File: config.mk
export PLATFORM = sky130hd
export DESIGN_NAME = load_cell_moving_average
export DESIGN_NICKNAME = d
export VERILOG_FILES = /design/src/rtl/core/lcma_pkg.sv /design/src/rtl/core/lcma_ring.sv /design/src/rtl/core/lcma_div.sv /design/src/rtl/core/load_cell_moving_average.sv
export VERILOG_INCLUDE_DIRS = /design/src /design/src/rtl/core
export SDC_FILE = /design/constraint.sdc
export NUM_CORES = 1
export LEC_CHECK = 0
export BUFFER_PORTS_ARGS = -buffer_cell sky130_fd_sc_hd__buf_2
export CAP_MARGIN = 10
export CORE_MARGIN = 1.5
export CORE_UTILIZATION = 30
export DETAILED_ROUTE_END_ITERATION = 8
export GPL_TIMING_DRIVEN = 0
export MAX_ROUTING_LAYER = met4
export PLACE_DENSITY = 0.42
export SLEW_MARGIN = 5
export SYNTH_ARGS = -nofsm -noshare
export SYNTH_HDL_FRONTEND = slang
export SYNTH_SLANG_ARGS = --single-unit
File: constraint.sdc
create_clock -name clk_i -period 3.8 [get_ports clk_i]
set_clock_uncertainty 0.2 [all_clocks]
set_input_delay 0.38 -clock clk_i [delete_from_list [all_inputs] [get_ports clk_i]]
set_output_delay 0.38 -clock clk_i [all_outputs]
set_load 0.01 [all_outputs]
File: src/rtl/core/load_cell_moving_average_assert.svh
// ---------------------------------------------------------------------------
// Assertion macros for the load-cell moving-average block.
// Each macro checks a property on the rising clock edge while out of reset.
// ---------------------------------------------------------------------------
`ifndef LOAD_CELL_MOVING_AVERAGE_ASSERT_SVH
`define LOAD_CELL_MOVING_AVERAGE_ASSERT_SVH

// The expression holds at every clock edge.
`define LCMA_ASSERT_ALWAYS(lbl, clk, rstn, expr) \
  lbl: assert property (@(posedge clk) disable iff (!rstn) (expr)) \
    else $error("lcma: invariant violated");

// The consequent holds in the same cycle as the antecedent.
`define LCMA_ASSERT_SAME(lbl, clk, rstn, ante, cons) \
  lbl: assert property (@(posedge clk) disable iff (!rstn) (ante) |-> (cons)) \
    else $error("lcma: same-cycle check failed");

// The consequent holds in the cycle after the antecedent.
`define LCMA_ASSERT_NEXT(lbl, clk, rstn, ante, cons) \
  lbl: assert property (@(posedge clk) disable iff (!rstn) (ante) |=> (cons)) \
    else $error("lcma: next-cycle check failed");

`endif

File: src/rtl/core/lcma_pkg.sv
// ---------------------------------------------------------------------------
// lcma_pkg
// Shared types and constants of the load-cell moving-average block.
// ---------------------------------------------------------------------------
package lcma_pkg;

  localparam int unsigned SAMPLE_W      = 31;
  localparam int unsigned WEIGHT_W      = 30;
  localparam int unsigned WINDOW_W      = 5;
  localparam int unsigned KG_FRAC_BITS  = 16;
  localparam int unsigned GRAMS_PER_KG  = 1000;
  localparam int unsigned IN_DATA_W     = 32;
  localparam int unsigned OUT_DATA_W    = 40;

  typedef enum logic [1:0] {
    ST_IDLE,
    ST_UPDATE,
    ST_DIVIDE,
    ST_FINISH
  } lcma_state_e;

  typedef struct packed {
    logic busy;
    logic done;
  } lcma_div_stat_t;

endpackage

File: src/rtl/core/lcma_ring.sv
// ---------------------------------------------------------------------------
// lcma_ring
// Sample ring memory with one shared address, registered read data and a
// valid bit per entry; an entry that was never written reads as zero.
// ---------------------------------------------------------------------------
module lcma_ring #(
  parameter int unsigned Depth = 16,
  parameter int unsigned Width = 31
) (
  input  logic                     clk_i,
  input  logic                     rst_ni,
  input  logic                     clear_i,
  input  logic                     wr_en_i,
  input  logic [$clog2(Depth)-1:0] addr_i,
  input  logic [Width-1:0]         wr_data_i,
  output logic [Width-1:0]         rd_data_o
);

  logic [Width-1:0] mem_q [Depth];
  logic [Width-1:0] rd_q;
  logic [Depth-1:0] vld_q;
  logic             rd_vld_q;

  always_ff @(posedge clk_i) begin
    if (wr_en_i) begin
      mem_q[addr_i] <= wr_data_i;
    end
    rd_q <= mem_q[addr_i];
  end

  always_ff @(posedge clk_i or negedge rst_ni) begin
    if (!rst_ni) begin
      vld_q    <= '0;
      rd_vld_q <= 1'b0;
    end else begin
      rd_vld_q <= vld_q[addr_i];
      if (clear_i) begin
        vld_q <= '0;
      end else if (wr_en_i) begin
        vld_q[addr_i] <= 1'b1;
      end
    end
  end

  assign rd_data_o = rd_vld_q ? rd_q : '0;

endmodule

File: src/rtl/core/lcma_div.sv
// ---------------------------------------------------------------------------
// lcma_div
// Restoring divider producing one quotient bit per cycle.
// ---------------------------------------------------------------------------
module lcma_div #(
  parameter int unsigned NumW = 43,
  parameter int unsigned DenW = 14
) (
  input  logic                    clk_i,
  input  logic                    rst_ni,
  input  logic                    start_i,
  input  logic [NumW-1:0]         num_i,
  input  logic [DenW-1:0]         den_i,
  output logic [NumW-1:0]         quot_o,
  output lcma_pkg::lcma_div_stat_t stat_o
);

  import lcma_pkg::*;

  localparam int unsigned CntW = $clog2(NumW + 1);

  logic [NumW-1:0] numq_q, numq_d;
  logic [DenW-1:0] rem_q, rem_d;
  logic [DenW-1:0] den_q;
  logic [CntW-1:0] cnt_q, cnt_d;
  logic            busy_q, busy_d;
  logic            done_q, done_d;
  logic [DenW:0]   rem_shift;
  logic [DenW:0]   rem_sub;
  logic            ge;

  always_comb begin
    rem_shift = {rem_q, numq_q[NumW-1]};
    ge        = rem_shift >= {1'b0, den_q};
    rem_sub   = rem_shift - {1'b0, den_q};
    numq_d    = numq_q;
    rem_d     = rem_q;
    cnt_d     = cnt_q;
    busy_d    = busy_q;
    done_d    = 1'b0;
    if (start_i) begin
      numq_d = num_i;
      rem_d  = '0;
      cnt_d  = CntW'(NumW);
      busy_d = 1'b1;
    end else if (busy_q) begin
      numq_d = {numq_q[NumW-2:0], ge};
      rem_d  = ge ? rem_sub[DenW-1:0] : rem_shift[DenW-1:0];
      cnt_d  = cnt_q - CntW'(1);
      if (cnt_q == CntW'(1)) begin
        busy_d = 1'b0;
        done_d = 1'b1;
      end
    end
  end

  always_ff @(posedge clk_i) begin
    numq_q <= numq_d;
    rem_q  <= rem_d;
    if (start_i) begin
      den_q <= den_i;
    end
  end

  always_ff @(posedge clk_i or negedge rst_ni) begin
    if (!rst_ni) begin
      cnt_q  <= '0;
      busy_q <= 1'b0;
      done_q <= 1'b0;
    end else begin
      cnt_q  <= cnt_d;
      busy_q <= busy_d;
      done_q <= done_d;
    end
  end

  assign quot_o      = numq_q;
  assign stat_o.busy = busy_q;
  assign stat_o.done = done_q;

endmodule

File: src/rtl/core/load_cell_moving_average.sv
// ---------------------------------------------------------------------------
// load_cell_moving_average
// A fresh sample beat passes the ring update, the bit-serial divider and
// the finish state before its result beat is valid; a held beat goes from
// idle straight to the finish state, which waits while the previous output
// beat is not yet taken. One beat is in work at a time. Reset clears the ring
// valid bits, position, count, sum and last weight and sets the window to 8;
// the block is ready after reset.
// ---------------------------------------------------------------------------
module load_cell_moving_average #(
  parameter int unsigned MAX_WINDOW       = 16,
  parameter int unsigned SAMPLE_FRAC_BITS = 8
) (
  input  logic        clk_i,
  input  logic        rst_ni,
  input  logic        s_axis_tvalid_i,
  output logic        s_axis_tready_o,
  input  logic [31:0] s_axis_tdata_i,   // [31:0] sample_grams
  input  logic        s_axis_tuser_i,   // [0] sensor_ready
  output logic        m_axis_tvalid_o,
  input  logic        m_axis_tready_i,
  output logic [39:0] m_axis_tdata_o,   // [29:0] weight_kg, [34:30] samples_in_average
  output logic        m_axis_tuser_o,   // [0] held
  input  logic        cfg_valid_i,
  output logic        cfg_ready_o,
  input  logic [4:0]  cfg_data_i        // [4:0] window_size
);

  import lcma_pkg::*;

  localparam int unsigned IdxW    = $clog2(MAX_WINDOW);
  localparam int unsigned SumW    = SAMPLE_W + IdxW;
  localparam int unsigned NumW    = SumW + KG_FRAC_BITS - SAMPLE_FRAC_BITS;
  localparam int unsigned DenW    = $clog2(GRAMS_PER_KG * MAX_WINDOW + 1);
  localparam int unsigned DefWin  = (MAX_WINDOW < 8) ? MAX_WINDOW : 8;

  lcma_state_e         state_q, state_d;
  logic [IdxW-1:0]     pos_q, pos_d;
  logic [WINDOW_W-1:0] fill_q, fill_d;
  logic [WINDOW_W-1:0] window_q, window_d;
  logic [SumW-1:0]     sum_q, sum_d;
  logic [WEIGHT_W-1:0] last_weight_q, last_weight_d;
  logic [SAMPLE_W-1:0] sample_q;
  logic [WEIGHT_W-1:0] res_weight_q, res_weight_d;
  logic                res_held_q, res_held_d;
  logic                m_valid_q, m_valid_d;
  logic [WEIGHT_W-1:0] m_weight_q;
  logic [WINDOW_W-1:0] m_fill_q;
  logic                m_held_q;
  logic                load_out;

  logic                s_fire;
  logic                cfg_fire;
  logic                ring_wr;
  logic [SAMPLE_W-1:0] ring_rd;
  logic                div_start;
  logic [NumW-1:0]     div_num;
  logic [DenW-1:0]     div_den;
  logic [NumW-1:0]     div_quot;
  lcma_div_stat_t      div_stat;
  logic [WEIGHT_W-1:0] quot_sat;
  logic [7:0]          pos_next;

  lcma_ring #(
    .Depth (MAX_WINDOW),
    .Width (SAMPLE_W)
  ) u_ring (
    .clk_i     (clk_i),
    .rst_ni    (rst_ni),
    .clear_i   (cfg_fire),
    .wr_en_i   (ring_wr),
    .addr_i    (pos_q),
    .wr_data_i (sample_q),
    .rd_data_o (ring_rd)
  );

  lcma_div #(
    .NumW (NumW),
    .DenW (DenW)
  ) u_div (
    .clk_i   (clk_i),
    .rst_ni  (rst_ni),
    .start_i (div_start),
    .num_i   (div_num),
    .den_i   (div_den),
    .quot_o  (div_quot),
    .stat_o  (div_stat)
  );

  assign div_num  = NumW'(sum_q) << (KG_FRAC_BITS - SAMPLE_FRAC_BITS);
  assign div_den  = DenW'(fill_q) * DenW'(GRAMS_PER_KG);
  assign quot_sat = (div_quot[NumW-1:WEIGHT_W] != '0) ? '1 : div_quot[WEIGHT_W-1:0];
  assign pos_next = 8'(pos_q) + 8'd1;

  always_comb begin
    state_d         = state_q;
    pos_d           = pos_q;
    fill_d          = fill_q;
    window_d        = window_q;
    sum_d           = sum_q;
    last_weight_d   = last_weight_q;
    res_weight_d    = res_weight_q;
    res_held_d      = res_held_q;
    m_valid_d       = m_valid_q && !m_axis_tready_i;
    s_axis_tready_o = (state_q == ST_IDLE) && !cfg_valid_i;
    cfg_ready_o     = (state_q == ST_IDLE);
    s_fire          = s_axis_tvalid_i && s_axis_tready_o;
    cfg_fire        = cfg_valid_i && cfg_ready_o;
    ring_wr         = 1'b0;
    div_start       = 1'b0;
    load_out        = 1'b0;

    case (state_q)
      ST_IDLE: begin
        if (cfg_fire) begin
          if (cfg_data_i == '0 || 32'(cfg_data_i) > MAX_WINDOW) begin
            window_d = WINDOW_W'(DefWin);
          end else begin
            window_d = cfg_data_i;
          end
          pos_d  = '0;
          fill_d = '0;
          sum_d  = '0;
        end else if (s_fire) begin
          if (s_axis_tuser_i) begin
            state_d = ST_UPDATE;
          end else begin
            res_weight_d = last_weight_q;
            res_held_d   = 1'b1;
            state_d      = ST_FINISH;
          end
        end
      end
      ST_UPDATE: begin
        ring_wr = 1'b1;
        sum_d   = sum_q - SumW'(ring_rd) + SumW'(sample_q);
        pos_d   = (pos_next >= 8'(window_q)) ? '0 : pos_next[IdxW-1:0];
        if (fill_q < window_q) begin
          fill_d = fill_q + WINDOW_W'(1);
        end
        state_d = ST_DIVIDE;
      end
      ST_DIVIDE: begin
        div_start = !div_stat.busy && !div_stat.done && (res_held_q == 1'b1);
        if (div_stat.done) begin
          last_weight_d = quot_sat;
          res_weight_d  = quot_sat;
          state_d       = ST_FINISH;
        end
        res_held_d = 1'b0;
      end
      ST_FINISH: begin
        if (!m_valid_q || m_axis_tready_i) begin
          load_out  = 1'b1;
          m_valid_d = 1'b1;
          state_d   = ST_IDLE;
        end
      end
      default: begin
        state_d = ST_IDLE;
      end
    endcase
  end

  always_ff @(posedge clk_i) begin
    if (s_fire) begin
      sample_q <= s_axis_tdata_i[31] ? '0 : s_axis_tdata_i[SAMPLE_W-1:0];
    end
    if (load_out) begin
      m_weight_q <= res_weight_q;
      m_fill_q   <= fill_q;
      m_held_q   <= res_held_q;
    end
  end

  always_ff @(posedge clk_i or negedge rst_ni) begin
    if (!rst_ni) begin
      state_q       <= ST_IDLE;
      pos_q         <= '0;
      fill_q        <= '0;
      window_q      <= WINDOW_W'(DefWin);
      sum_q         <= '0;
      last_weight_q <= '0;
      res_weight_q  <= '0;
      res_held_q    <= 1'b0;
      m_valid_q     <= 1'b0;
    end else begin
      state_q       <= state_d;
      pos_q         <= pos_d;
      fill_q        <= fill_d;
      window_q      <= window_d;
      sum_q         <= sum_d;
      last_weight_q <= last_weight_d;
      res_weight_q  <= res_weight_d;
      res_held_q    <= (state_q == ST_UPDATE) ? 1'b1 : res_held_d;
      m_valid_q     <= m_valid_d;
    end
  end

  assign m_axis_tvalid_o = m_valid_q;
  assign m_axis_tdata_o  = {(OUT_DATA_W - WEIGHT_W - WINDOW_W)'(0), m_fill_q, m_weight_q};
  assign m_axis_tuser_o  = m_held_q;

`include "load_cell_moving_average_assert.svh"

  `LCMA_ASSERT_ALWAYS(a_fill_in_window, clk_i, rst_ni, fill_q <= window_q)
  `LCMA_ASSERT_ALWAYS(a_pos_in_window, clk_i, rst_ni, 8'(pos_q) < 8'(window_q))
  `LCMA_ASSERT_NEXT(a_cfg_clears, clk_i, rst_ni, cfg_fire, fill_q == '0 && pos_q == '0 && sum_q == '0)
  `LCMA_ASSERT_SAME(a_fresh_has_count, clk_i, rst_ni, m_valid_q && !m_held_q, m_fill_q != '0)
  `LCMA_ASSERT_NEXT(a_done_to_finish, clk_i, rst_ni, div_stat.done, state_q == ST_FINISH)

endmodule

==> impl_summary.md <==
Drt
Using the TritonRoute via totals, the vias-per-cell ratio works out to 4.67. Dividing the detail-routed wire length by the instance count gives 21.4 um. The first-pass detailed-route iteration total is 6. The final routed wirelength across all metal layers is 88,200 um. The routed layout has 19.2k vias. For this run, design rule violations remaining after detail routing come to 0.

The count of nets left with antenna violations once routing finished came out at 0. The detailed router finished its first iteration with 1,232 violations.

Finish
The growth of design area from synthesis to finish is 21.3%. The multi-input logic area is 0.0107 mm2. The area taken by flip-flops and latches is 0.0228 mm2.

The layout cell share with drive strength beyond 1 is 21.8%. The repair_antennas step left the layout with diodes totalling 0. The filler cells instantiated in the layout total 10.7k. At the end of the flow, the number of nets in the layout was 2,708.

Clock network
The cell sitting at the root of the clock tree is a sky130_fd_sc_hd__clkbuf_16. The number of buffers between clock root and the deepest sink is 3. The clock-pin slew of the registers on the worst-case setup and hold paths is 0.06 ns.

The number of buffers created by CTS is 91. The H-tree was split into 3 levels. The insertion delay of the later-clocked pin in the worst-skew pair is 0.66 ns. For this design, the sink count on the clock tree is 800. TritonCTS built the clock tree.

Floorplanning
The total area inside the core boundary comes to 0.113 mm2. For this configuration, the core starts out at a cell density of 30.4%. The die footprint is 0.116 mm2. The width of the die is 341 um. 87 I/O pins were placed. In this run the vertical extent of the chip is 341 um. The floorplan has 123 rows.

Power
Dividing total power by cell area gives a power density of 836 mW/mm2. The share of total power dissipated in combinational logic is 39.6%. Cell internal power was estimated by the tool at 22.4 mW.

The analysis attributes to net switching a power of 12.4 mW. Summed over all cells, the static leakage comes to 15.2 nW. The clock network fraction of total power is 25.1%. Of the total power, registers draw 35.4%. Net switching is 35.6% of the power. IR analysis of the VDD net gives a maximum drop of 0.370 mV.

Job
The tool flagged a number of max-cap violations equal to 0.

Timing
The final worst slack is -0.0628 ns. The minimum hold slack is 0.105 ns. Dividing the final minimum period by the clock period gives 102%.

Setup repair after global routing could not meet its margin everywhere. In this run the tightest slew margin relative to its limit is 18.0%. Derived from the worst setup path, the maximum achievable clock frequency is 0.259 GHz.

The final number of hold-violating endpoints is 0. At the pin with the least slew margin, the transition time is 1.23 ns. The worst path in the final design needs a cycle of 3.86 ns, including I/O delays and setup.

Setup violations remaining at the end of the flow were counted as 2. The final-report max-slew violation count is 0.

Yosys
Synthesis produced a netlist whose cell count is 2,230. The synthesized design devotes to its leading area cell type 53.3% of total area. Yosys printed 0 warnings.

The async set-or-reset flop fraction in the synthesized netlist is 17.3%. The distinct cell type count of the synthesized netlist is 67. For this run, the leading register cell type out of synthesis is sky130_fd_sc_hd__edfxtp_1. The synthesized area per cell is 15.4 um2.

The synthesized design contains 800 register bits. The count of flip-flops with a built-in enable after synthesis is 609. The post-synthesis cell area is 0.0343 mm2. The share of the Yosys chip area taken by registers is 66.4%.

The biggest area contributor in the post-synthesis netlist is sky130_fd_sc_hd__edfxtp_1. Ranked by total cell area, the synthesized netlist is headed by sky130_fd_sc_hd__edfxtp_1, sky130_fd_sc_hd__mux4_2, sky130_fd_sc_hd__dfrtp_1.

Status
The checks that failed: setup timing. The flow ran to the end, but the final reports show violations.

Global route
The first global-routing pass estimated 132,000 um of wire. For this run the aggregate overflow at the end of global routing stands at 0. Global routing used 15.8% of the available tracks across all layers. The number of antenna violations at the first check in global routing is 1. The via count of the first global-routing pass came to 20.3k.

The pin count of the biggest net entering global routing is 76.

Critical path
The biggest fanout along the worst timing path is 10. The reg-to-reg startpoint is u_ring.rd_vld_q. The internal reg-to-reg setup slack is -0.06 ns. The path depth of the worst reg2reg path is 14. The launching element of the worst setup path is u_ring.rd_vld_q. The worst setup path is captured at a register. The worst register-to-register path ends at sum_q[33]. STA classifies the critical path startpoint as a register. The critical path is of the reg2reg type. The worst path required time is 4.15 ns. For the worst setup path, the data arrival time is 4.21 ns. The most critical setup path has its endpoint at sum_q[33].

Worst hold path
The tightest min-delay check is of the in2async type.

Place
Buffers placed on the I/O ports in this run total 81. The weighted congestion reported at the end of routability-driven placement is 0.865. The post-detailed-placement half-perimeter wirelength is 62,500 um. Before CTS, the worst setup slack after placement is -0.594 ns.
==> routing by layer <==
| metal | GRT usage, % | share of wire (%) |
|---|---|---|
| met5 | - | 0 |
| met1 | 20.6 | 45 |
| met2 | 25.5 | 48 |
| met4 | 4.96 | 2.7 |
| met3 | 2.24 | 3.6 |
==> registers in the layout, indices dropped and copies added (netlist names), 5 cells and up <==
name and cells:
u_div.den_q 11, fill_q 5, sum_q 35, u_ring.mem_q 496
u_ring.vld_q 16, sample_q 31, m_fill_q 5, u_div.cnt_q 6
u_ring.rd_q 31, u_div.quot_o 43, u_div.rem_q 14, m_weight_q 30
res_weight_q 30, last_weight_q 30, window_q 5
==> cell families (layout without fill, tap and decap cells) <==
logic type / count (synthesis) / in the layout / synth area share [%]
mux: 173 / 173 / 10.9
simple gates: 421 / 421 / 5.75
other cells: 1 / 5 / 0.0109
buf+inv: 296 / 675 / 3.37
flops: 800 / 800 / 66.4
xor+xnor: 56 / 56 / 1.43
fa+ha+maj: 128 / 128 / 5.59
compound gates: 355 / 355 / 6.52
==> power groups by stage <==
stage	clock [mW]	sequential (mW)	combinational [mW]
after floorplan	0	12.1	9.19
after global placement	0	12.6	12.5
after detailed placement	0	12.6	12.9
after CTS	9.00	12.3	13.5
after global routing	9.33	12.5	15.3
final	8.73	12.3	13.8
==> cells in the final DEF, fill, tap and decap left out, types with 12 or more instances in the layout <==
cell                            instances
sky130_fd_sc_hd__clkbuf_1              84
sky130_fd_sc_hd__clkinv_1              14
sky130_fd_sc_hd__o21ai_0              129
sky130_fd_sc_hd__nand2b_1              17
sky130_fd_sc_hd__edfxtp_1             609
sky130_fd_sc_hd__dlygate4sd3_1         45
sky130_fd_sc_hd__nor2_1                98
sky130_fd_sc_hd__and2_1                34
sky130_fd_sc_hd__nor2_4                13
sky130_fd_sc_hd__dfrtp_1              133
sky130_fd_sc_hd__fa_1                  41
sky130_fd_sc_hd__nand2_1              150
sky130_fd_sc_hd__clkbuf_16             94
sky130_fd_sc_hd__mux4_2               160
sky130_fd_sc_hd__xnor2_1               32
sky130_fd_sc_hd__a21oi_1               73
sky130_fd_sc_hd__clkinv_2              16
sky130_fd_sc_hd__buf_4                 57
sky130_fd_sc_hd__nand4_1               17
sky130_fd_sc_hd__buf_8                 14
sky130_fd_sc_hd__xor2_1                24
sky130_fd_sc_hd__nor2b_1               38
sky130_fd_sc_hd__dfxtp_1               53
sky130_fd_sc_hd__ha_1                  76
sky130_fd_sc_hd__buf_1                 14
sky130_fd_sc_hd__a22o_1                49
sky130_fd_sc_hd__a21o_1                20
sky130_fd_sc_hd__o21a_1                20
sky130_fd_sc_hd__buf_2                 90
sky130_fd_sc_hd__inv_1                182
sky130_fd_sc_hd__mux2i_1               12
sky130_fd_sc_hd__buf_12                15
==> Yosys cell counts (3+ instances only) <==
cell,number
sky130_fd_sc_hd__fa_1,42
sky130_fd_sc_hd__clkbuf_1,81
sky130_fd_sc_hd__or2_2,3
sky130_fd_sc_hd__nor3_1,11
sky130_fd_sc_hd__nand4_1,17
sky130_fd_sc_hd__o21a_1,20
sky130_fd_sc_hd__edfxtp_1,609
sky130_fd_sc_hd__o21ai_1,4
sky130_fd_sc_hd__mux2i_1,12
sky130_fd_sc_hd__a31oi_1,7
sky130_fd_sc_hd__nor2_1,114
sky130_fd_sc_hd__o21ai_0,132
sky130_fd_sc_hd__ha_1,86
sky130_fd_sc_hd__xor2_1,24
sky130_fd_sc_hd__a21o_1,20
sky130_fd_sc_hd__nor2b_1,39
sky130_fd_sc_hd__dfrtp_1,137
sky130_fd_sc_hd__and3_1,6
sky130_fd_sc_hd__nand2b_1,17
sky130_fd_sc_hd__inv_1,182
sky130_fd_sc_hd__nor4b_1,3
sky130_fd_sc_hd__a21oi_1,81
sky130_fd_sc_hd__buf_1,16
sky130_fd_sc_hd__mux4_2,160
sky130_fd_sc_hd__dfxtp_1,53
sky130_fd_sc_hd__xnor2_1,32
sky130_fd_sc_hd__o211ai_1,3
sky130_fd_sc_hd__a22o_1,49
sky130_fd_sc_hd__o21bai_1,8
sky130_fd_sc_hd__and2_1,36
sky130_fd_sc_hd__nand3_1,10
sky130_fd_sc_hd__nor4_1,5
sky130_fd_sc_hd__buf_2,10
sky130_fd_sc_hd__buf_4,5
sky130_fd_sc_hd__o31ai_1,5
sky130_fd_sc_hd__nand2_1,151
==> through the flow <==
step	utilization, %	area [um2]	TNS, ns	power, mW	instances
CTS	36.6	41300	-0.302	34.8	4090
global placement	32.4	36600	-1096.71	25.1	3815
finish	36.9	41600	-0.0854	34.8	4113
floorplan	-	34400	0	21.3	2234
detailed placement	33.2	37500	-39.04	25.4	3852
global route	36.9	41600	-1.03	37.1	4113
==> worst min-delay path by stage <==
stage / slack (ns) / end / startpoint / cells after the start
after floorplan: -0.12 / fill_q[0] / rst_ni / 0
after global placement: 0.23 / m_weight_q[3] / res_weight_q[3] / 0
after detailed placement: 0.23 / res_weight_q[2] / rst_ni / 1
after CTS: 0.07 / state_q[0] / cfg_valid_i / 4
after global routing: 0.13 / last_weight_q[4] / rst_ni / 2
final: 0.11 / last_weight_q[2] / rst_ni / 2
==> timing repair <==
action                                  in CTS  in global routing
setup buffers                               30                 24
gates resized for setup                     38                 33
pin swaps                                   10                 21
hold endpoints to repair                   103                  0
endpoints found under the setup margin     219                 51
hold buffers                                45                  0
==> cell type report <==
| class | count | area share, % |
|---|---|---|
| multi-input combinational | 1138 | 25.8 |
| buffer | 106 | 1.18 |
| timing repair buffer | 218 | 4.92 |
| clock inverter | 54 | 1.28 |
| clock buffer | 115 | 5.91 |
| tap | 1500 | 4.51 |
| inverter | 182 | 1.64 |
| sequential | 800 | 54.8 |
==> critical path, cell delays in order (launching register included) <==
cell and delay [ns]:
sky130_fd_sc_hd__dfrtp_2 0.47, sky130_fd_sc_hd__clkbuf_8 0.20, sky130_fd_sc_hd__and2_1 0.15, sky130_fd_sc_hd__fa_1 0.47, sky130_fd_sc_hd__inv_1 0.04, sky130_fd_sc_hd__ha_1 0.29, sky130_fd_sc_hd__buf_6 0.14, sky130_fd_sc_hd__a21o_1 0.18
sky130_fd_sc_hd__a31oi_2 0.23, sky130_fd_sc_hd__o221a_2 0.27, sky130_fd_sc_hd__nor3_1 0.07, sky130_fd_sc_hd__nor4b_2 0.22, sky130_fd_sc_hd__nor2_1 0.09, sky130_fd_sc_hd__or4_1 0.47, sky130_fd_sc_hd__a32o_1 0.26
Power figures use the tool's default switching activity.
